File: src/hw/rtl/rsi_pkg.sv
// Package: shared types and constants for the ray/sphere intersection block
`default_nettype none
package rsi_pkg;

   // root width of the square root and the width of the quarter discriminant
   localparam int ROOT_W  = 51;
   localparam int Q_W     = 2 * ROOT_W;
   localparam int REM_W   = ROOT_W + 1;
   localparam int H_W     = 51;
   localparam int CELL_COUNT = ROOT_W;

   // configuration register indexes
   localparam logic [1:0] REG_CENTER_X = 2'd0;
   localparam logic [1:0] REG_CENTER_Y = 2'd1;
   localparam logic [1:0] REG_CENTER_Z = 2'd2;
   localparam logic [1:0] REG_RADIUS   = 2'd3;

   localparam logic [30:0] RADIUS_RESET = 31'd65536;

   // hit codes
   localparam logic [1:0] HIT_NONE    = 2'd0;
   localparam logic [1:0] HIT_TANGENT = 2'd1;
   localparam logic [1:0] HIT_TWO     = 2'd2;

   typedef struct packed {
      logic signed [31:0] ray_origin_x;
      logic signed [31:0] ray_origin_y;
      logic signed [31:0] ray_origin_z;
      logic signed [15:0] ray_dir_x;
      logic signed [15:0] ray_dir_y;
      logic signed [15:0] ray_dir_z;
   } req_type;

   typedef struct packed {
      logic [1:0]         hit_count;
      logic signed [31:0] near_param;
      logic signed [31:0] far_param;
   } rsp_type;

   // data handed from cell to cell along the square root chain
   typedef struct packed {
      logic                  valid;
      logic [1:0]            hit;
      logic signed [H_W-1:0] h;
      logic [Q_W-1:0]        q;
      logic [REM_W-1:0]      rem;
      logic [ROOT_W-1:0]     root;
   } cell_type;

endpackage
`default_nettype wire

File: src/hw/rtl/rsi_sqrt_cell.sv
// One square root cell: settles one root bit from two radicand bits
`default_nettype none
module rsi_sqrt_cell
   import rsi_pkg::*;
(
   input  wire logic     clock,
   input  wire logic     reset,
   input  wire logic     advance,
   input  wire cell_type in_cell,
   output cell_type      out_cell
);

   logic [REM_W+1:0] part_in;
   logic [REM_W+1:0] trial_in;
   cell_type         cell_in;
   cell_type         cell_ff;
   logic             valid_ff;

   // bring in two bits, try to subtract the trial divisor
   always_comb begin
      part_in  = {in_cell.rem, in_cell.q[Q_W-1 -: 2]};
      trial_in = (REM_W+2)'({in_cell.root, 2'b01});
      cell_in  = in_cell;
      cell_in.q = {in_cell.q[Q_W-3:0], 2'b00};
      if (part_in >= trial_in) begin
         cell_in.rem  = REM_W'(part_in - trial_in);
         cell_in.root = {in_cell.root[ROOT_W-2:0], 1'b1};
      end else begin
         cell_in.rem  = REM_W'(part_in);
         cell_in.root = {in_cell.root[ROOT_W-2:0], 1'b0};
      end
   end

   always_ff @(posedge clock) begin
      if (reset) begin
         valid_ff <= 1'b0;
      end else if (advance) begin
         valid_ff <= in_cell.valid;
      end
   end

   always_ff @(posedge clock) begin
      if (advance) begin
         cell_ff <= cell_in;
      end
   end

   always_comb begin
      out_cell       = cell_ff;
      out_cell.valid = valid_ff;
   end

endmodule
`default_nettype wire

File: config.mk
export PLATFORM = sky130hd
export DESIGN_NAME = rsi_sqrt_cell
export DESIGN_NICKNAME = d
export VERILOG_FILES = /design/src/hw/rtl/rsi_pkg.sv /design/src/hw/rtl/rsi_sqrt_cell.sv
export SDC_FILE = /design/constraint.sdc
export NUM_CORES = 1
export LEC_CHECK = 0
export BUFFER_PORTS_ARGS = -buffer_cell sky130_fd_sc_hd__buf_2
export CAP_MARGIN = 20
export CORE_AREA = 3 3 202 204
export DETAILED_ROUTE_END_ITERATION = 6
export DIE_AREA = 0 0 205 207
export SLEW_MARGIN = 20
export SYNTH_ARGS = -nofsm -noshare
export SYNTH_HDL_FRONTEND = slang
export SYNTH_SLANG_ARGS = --single-unit
File: constraint.sdc
create_clock -name clock -period 4 [get_ports clock]
set_input_delay 0.4 -clock clock [delete_from_list [all_inputs] [get_ports clock]]
set_output_delay 0.4 -clock clock [all_outputs]
set_load 0.01 [all_outputs]
==> results of run 1 <==
==> worst max-delay path, stage by stage <==
cell and delay, ps:
dlygate4sd3_1 550, buf_2 130, inv_1 50, ha_1 300, buf_4 160, nand4_1 140
or3_1 480, or4_1 420, o211a_1 260, o41ai_2 480, a21boi_0 230, xnor2_1 180
mux2_2 270
==> report_power, final <==
group | internal (W) | switching [W] | leakage, nW
registers | 0.00327 | 0.0000701 | 2.51
clock network | 0.00185 | 0.00121 | 0.541
logic | 0.000712 | 0.000861 | 4.77
total | 0.00583 | 0.00214 | 7.82
==> cell usage in the layout, fill, tap and decap left out, types with 5 or more instances in the layout <==
cell type	instances
o21a_1	5
bufinv_16	7
buf_4	15
ha_1	53
clkbuf_16	30
clkinv_2	7
dlygate4sd3_1	201
nand3_1	10
o211ai_1	6
nor2_1	29
o21bai_1	14
mux2_2	47
and2_1	6
o21ai_0	31
xor2_1	18
nor3_1	9
xnor2_1	31
nand4_1	11
o31ai_1	7
a21oi_1	59
inv_1	65
and3_1	6
buf_2	517
a21o_1	16
edfxtp_1	256
nand2_1	42
a31oi_1	6
==> area by class of cell <==
type | instances | area, um2 | share of cell area, %
Sequential cell | 257 | 7710 | 42.7
Timing Repair Buffer | 737 | 4790 | 26.5
Multi-Input combinational cell | 468 | 3530 | 19.5
Clock buffer | 30 | 751 | 4.16
Tap cell | 525 | 657 | 3.64
Clock inverter | 26 | 359 | 1.99
Inverter | 65 | 244 | 1.35
Antenna cell | 4 | 10.0 | 0.0555
==> Yosys cell counts, types with 3 or more instances <==
library cell and instances:
clkbuf_1 6, a221oi_1 3, xnor2_1 31, a21oi_1 59, buf_2 6, and3_1 6, o211ai_1 6, nand4_1 11
o21ai_0 31, nand2_1 42, buf_6 5, buf_4 4, or4_1 3, ha_1 53, nor2_1 29, o21a_1 5
xor2_1 18, a31oi_1 6, nand3_1 10, mux2_2 47, o21bai_1 14, inv_1 65, and2_1 6, edfxtp_1 256
or3_1 4, nor3_1 9, o31ai_1 7, nor4_1 4, nand2b_1 4, a21o_1 16
==> sequential cells by signal (all words and copies together), names as in the netlist <==
signal    cells
valid_ff      1
out_cell    256
==> metrics by stage <==
| stage | worst slack (ps) | instance area, um2 |
|---|---|---|
| 2_1_floorplan | 945 | 11600 |
| 3_3_place_gp | 342 | 14900 |
| 3_5_place_dp | 342 | 14900 |
| 4_1_cts | 409 | 18000 |
| 5_1_grt | 223 | 18000 |
| 6_report | 281 | 18000 |
==> per-layer routing <==
layer	wire (um)	vias to the layer above	GRT usage, %
li1	-	4579	-
met1	17500	4759	23.7
met2	23100	464	37.0
met3	3540	89	5.56
met4	2040	12	8.01
met5	76	-	0
==> logic make-up after synthesis <==
kind of cell / Yosys count / share of synthesized area (%)
flops: 257 / 66.3
compound gates: 177 / 10.1
simple gates: 136 / 5.86
buf+inv: 87 / 3.34
fa+ha+maj: 53 / 5.71
mux: 51 / 4.92
xor+xnor: 49 / 3.69
other cells: 1 / 0.0323
==> worst max path at each step <==
stage                start  depth (start not counted)  slack, ps                      end
2_1_floorplan  in_cell[31]                         11        940  out_cell[100]$_DFFE_PP_
3_3_place_gp   in_cell[19]                         11        340   out_cell[98]$_DFFE_PP_
3_5_place_dp   in_cell[19]                         12        340   out_cell[66]$_DFFE_PP_
4_1_cts        in_cell[19]                         13        410   out_cell[66]$_DFFE_PP_
5_1_grt        in_cell[21]                         12        220   out_cell[98]$_DFFE_PP_
6_report       in_cell[22]                         13        280   out_cell[98]$_DFFE_PP_
==> what timing repair did <==
item / 4_1_cts / 5_1_grt
endpoints found under the hold margin: 199 / 2
hold buffers: 199 / 2
setup buffers: 0 / 0
==> flow_metrics.env, run 1 <==
export IMPL_place_inst=1851
export IMPL_antenna_found_initial=10
export IMPL_clkLatencyLatePin_ps=580
export IMPL_seq_area_frac_synth_pct=66.3
export IMPL_grt_pass1_wl_mm=66.2
export IMPL_synth_warnings=0
export IMPL_whs_ps=43.3
export IMPL_root_buffer="clkbuf_16"
export IMPL_nets=1874
export IMPL_finalCritPeriodShare_pct=93.0
export IMPL_synth_top_area_share_pct=66.2
export IMPL_tns_ps=0
export IMPL_drv_cap=0
export IMPL_drc=0
export IMPL_clk_pin_slew_ps=60
export IMPL_hold_end="out_cell[31]$_DFFE_PP_"
export IMPL_die_y_um=207
export IMPL_rr_worst_depth=2
export IMPL_drtAntennaViolNets=0
export IMPL_slew_headroom_pct=38.9
export IMPL_max_freq_mhz=269
export IMPL_post_dp_hpwl_mm=35.3
export IMPL_grt_max_degree=110
export IMPL_vias=9903
export IMPL_finalNonFillerCells=2112
export IMPL_p_leak_nw=7.82
export IMPL_cp_max_fo=7
export IMPL_die_area_um2=42400
export IMPL_drt_iter0_drc=608
export IMPL_timing_rr_start="valid_ff$_SDFFE_PP0P_"
export IMPL_io_pins=521
export IMPL_avgSynthCellArea_um2=14.3
export IMPL_cts_tree="done"
export IMPL_avgViaCountPerCell=4.69
export IMPL_wl_mm=46.3
export IMPL_overflow=0
export IMPL_cp_data_arrival_time_ps=4050
export IMPL_clock_sinks=257
export IMPL_worst_ep_required_time_ps=4330
export IMPL_fp_row_count=73
export IMPL_finalWeightedCongestion=0.877
export IMPL_period_needed_ps=3720
export IMPL_clock_skew_ps=0
export IMPL_ys_seq_elements=257
export IMPL_setup_violations=0
export IMPL_synth_edf_count=256
export IMPL_worst_pin_slew_ps=917
export IMPL_synth_ff_type="edfxtp_1"
export IMPL_status="complete, no violations"
export IMPL_cts_made_buffers=30
export IMPL_criticalPathCategory="in2reg"
export IMPL_hold_depth=1
export IMPL_grt_pass1_vias=10200
export IMPL_synthCells=811
export IMPL_grt_use_total_pct=20.8
export IMPL_startpoint_type="primary input"
export IMPL_reg2reg_slack_ps=3410
export IMPL_ctsResizeCount=0
export IMPL_hp_start="in_cell[30]"
export IMPL_start_util_pct=29.4
export IMPL_dr_pass1_iters=5
export IMPL_post_drt_wl_per_cell_um=21.9
export IMPL_power_w=0.00797
export IMPL_core_area_um2=39500
export IMPL_yosys_top_cells_area="edfxtp_1, ha_1, mux2_2, a21oi_1, xnor2_1"
export IMPL_rsz0062_at_grt="false"
export IMPL_n_fill_cell=3614
export IMPL_ctsLongestPathBuffers=3
export IMPL_fin_util_pct=45.7
export IMPL_area_delta_synth_final_pct=55.3
export IMPL_rr_endpoint="valid_ff$_SDFFE_PP0P_"
export IMPL_power_density_nw_per_um2=442
export IMPL_synth_area_um2=11600
export IMPL_vdd_drop_max_v=0.000360
export IMPL_min_path_type="in2reg"
export IMPL_synth_async_reset_ratio_pct=0
export IMPL_portBuffers=518
export IMPL_drive_above_1_share_pct=40.7
export IMPL_synth_top_cell_by_area="edfxtp_1"
export IMPL_slew_viol_final=0
export IMPL_ys_types=64
export IMPL_hold_viol=0
export IMPL_crit_path_end_kind="register"
export IMPL_htreeDepth=1
export IMPL_die_x_um=205
Note: power is estimated with default switching activity, not from simulation.
==> run 2, diff against run 1 <==
--- a/config.mk
+++ b/config.mk
@@ -7,9 +7,13 @@
 export LEC_CHECK = 0
 export BUFFER_PORTS_ARGS = -buffer_cell sky130_fd_sc_hd__buf_2
 export CAP_MARGIN = 20
-export CORE_AREA = 3 3 202 204
+export CELL_PAD_IN_SITES_DETAIL_PLACEMENT = 1
+export CELL_PAD_IN_SITES_GLOBAL_PLACEMENT = 2
+export CORE_ASPECT_RATIO = 1.2
+export CORE_MARGIN = 3
+export CORE_UTILIZATION = 30
 export DETAILED_ROUTE_END_ITERATION = 6
-export DIE_AREA = 0 0 205 207
+export PLACE_DENSITY_LB_ADDON = 0.1
 export SLEW_MARGIN = 20
 export SYNTH_ARGS = -nofsm -noshare
 export SYNTH_HDL_FRONTEND = slang
==> flow_metrics.env, run 2 (synthesis gave the netlist of run 1 again) <==
export IMPL_drt_iter0_drc=387
export IMPL_overflow=0
export IMPL_clock_skew_ps=0
export IMPL_slew_viol_final=0
export IMPL_hold_depth=1
export IMPL_fp_row_count=78
export IMPL_post_drt_wl_per_cell_um=24.2
export IMPL_cts_tree="done"
export IMPL_cp_data_arrival_time_ps=4030
export IMPL_critical_path_slowest_cell="dlygate4sd3_1"
export IMPL_dr_pass1_iters=5
export IMPL_startpoint_type="primary input"
export IMPL_criticalPathCategory="in2reg"
export IMPL_die_x_um=186
export IMPL_finalCritPeriodShare_pct=93.2
export IMPL_n_fill_cell=4125
export IMPL_avgViaCountPerCell=4.78
export IMPL_drtAntennaViolNets=0
export IMPL_vdd_drop_max_v=0.000307
export IMPL_die_area_um2=41100
export IMPL_hp_start="in_cell[189]"
export IMPL_grt_pass1_wl_mm=69.9
export IMPL_timing_rr_start="valid_ff$_SDFFE_PP0P_"
export IMPL_multi_input_area_um2=3530
export IMPL_ctsLongestPathBuffers=3
export IMPL_nets=1839
export IMPL_max_stage_delay_ps=570
export IMPL_finalWeightedCongestion=0.843
export IMPL_wl_mm=49.1
export IMPL_min_path_type="in2reg"
export IMPL_grt_pass1_vias=10600
export IMPL_crit_chain="dlygate4sd3_1 -> buf_2 -> inv_1 -> ha_1 -> or3_1 -> o22ai_1 -> o2bb2ai_1 -> nor4b_4 -> o31ai_1 -> a21oi_1 -> o21ai_0 -> xor2_1 -> mux2_2"
export IMPL_drc=0
export IMPL_rr_worst_depth=2
export IMPL_clock_sinks=257
export IMPL_path_delay_family="compound AO/OA/AOI/OAI gates"
export IMPL_die_y_um=222
export IMPL_vias=9722
export IMPL_rsz0062_at_grt="false"
export IMPL_grt_use_total_pct=22.9
export IMPL_slew_headroom_pct=42.3
export IMPL_status="complete, no violations"
export IMPL_drv_cap=0
export IMPL_cp_max_fo=5
export IMPL_most_common_layout_cells="buf_2, edfxtp_1, dlygate4sd3_1, inv_1, a21oi_1"
export IMPL_drive_above_1_share_pct=41.0
export IMPL_path_buf_inv=3
export IMPL_final_common_cell="buf_2"
export IMPL_rr_endpoint="valid_ff$_SDFFE_PP0P_"
export IMPL_p_leak_nw=7.60
export IMPL_clkLatencyLatePin_ps=550
export IMPL_largest_reg_flops=256
export IMPL_worst_pin_slew_ps=866
export IMPL_clk_pin_slew_ps=60
export IMPL_grt_max_degree=102
export IMPL_ctsResizeCount=0
export IMPL_portBuffers=518
export IMPL_start_util_pct=30.5
export IMPL_setup_violations=0
export IMPL_root_buffer="clkbuf_16"
export IMPL_regArea_um2=7710
export IMPL_area_delta_synth_final_pct=50.9
export IMPL_reg2reg_slack_ps=3420
export IMPL_hold_end="out_cell[191]$_DFFE_PP_"
export IMPL_crit_path_end_kind="register"
export IMPL_cts_made_buffers=29
export IMPL_antenna_found_initial=10
export IMPL_tns_ps=0
export IMPL_worst_ep_required_time_ps=4300
export IMPL_post_dp_hpwl_mm=36.7
export IMPL_whs_ps=31.7
export IMPL_period_needed_ps=3730
export IMPL_hold_viol=0
export IMPL_core_area_um2=38100
export IMPL_max_freq_mhz=268
export IMPL_power_density_nw_per_um2=442
export IMPL_htreeDepth=1
export IMPL_io_pins=521
run 2: cell count changes in the layout (fill, tap and decap cells not counted):
cell           before  now
dlygate4sd3_1     201  171
diode_2             4    8
clkinv_2            7    4
buf_12              3    1
buf_4              15   13
bufinv_16           7    5
clkbuf_1            0    2
clkinv_1            2    4
clkinvlp_4          2    4
clkbuf_16          30   29
clkinv_16           1    0
inv_6               4    3
run 2: power by group:
group          total (W)  switching [W]  internal (W)
Combinational    0.00156       0.000875      0.000689
Clock            0.00284        0.00117       0.00166
Sequential       0.00334      0.0000720       0.00327
Total            0.00774        0.00212       0.00562
run 2: final cells by class:
cell class | instances | share of cell area (%)
flip-flops and latches | 257 | 44.0
repair buffers | 703 | 25.3
inverters | 65 | 1.39
multi-input cells | 468 | 20.1
clock inverters | 23 | 1.53
well taps | 480 | 3.43
clock buffers | 31 | 4.18
diodes | 8 | 0.114
run 2: worst max path at each step:
stage	startpoint	to	slack [ps]	depth (start not counted)
floorplan	in_cell[31]	out_cell[100]$_DFFE_PP_	940	11
global placement	in_cell[2]	out_cell[86]$_DFFE_PP_	280	12
detailed placement	in_cell[2]	out_cell[86]$_DFFE_PP_	300	12
CTS	in_cell[2]	out_cell[86]$_DFFE_PP_	260	13
global route	in_cell[2]	out_cell[86]$_DFFE_PP_	110	13
finish	in_cell[2]	out_cell[86]$_DFFE_PP_	270	13
run 2: layer usage:
metal  vias up  GRT usage (%)  wire, um
met1      4740           26.0     18500
met3        90           5.78      3750
met5         -              0        31
met2       380           39.9     24300
met4         4           10.9      2600
li1       4508              -         -
run 2: metrics by stage:
step	instance area (um2)	total power, W	util (%)	std cells	setup slack [ps]
2_1_floorplan	11600	0.00410	-	812	945
3_5_place_dp	14800	0.00482	38.9	1802	299
6_report	17500	0.00774	46.1	2035	270
5_1_grt	17500	0.00807	46.0	2033	107
3_3_place_gp	14800	0.00480	38.9	1802	277
4_1_cts	17500	0.00781	46.0	2027	260
run 2: what timing repair did:
| action | 4_1_cts | 5_1_grt |
|---|---|---|
| hold buffers | 171 | 0 |
| buffers inserted | 0 | 0 |
| hold endpoints to repair | 171 | 0 |
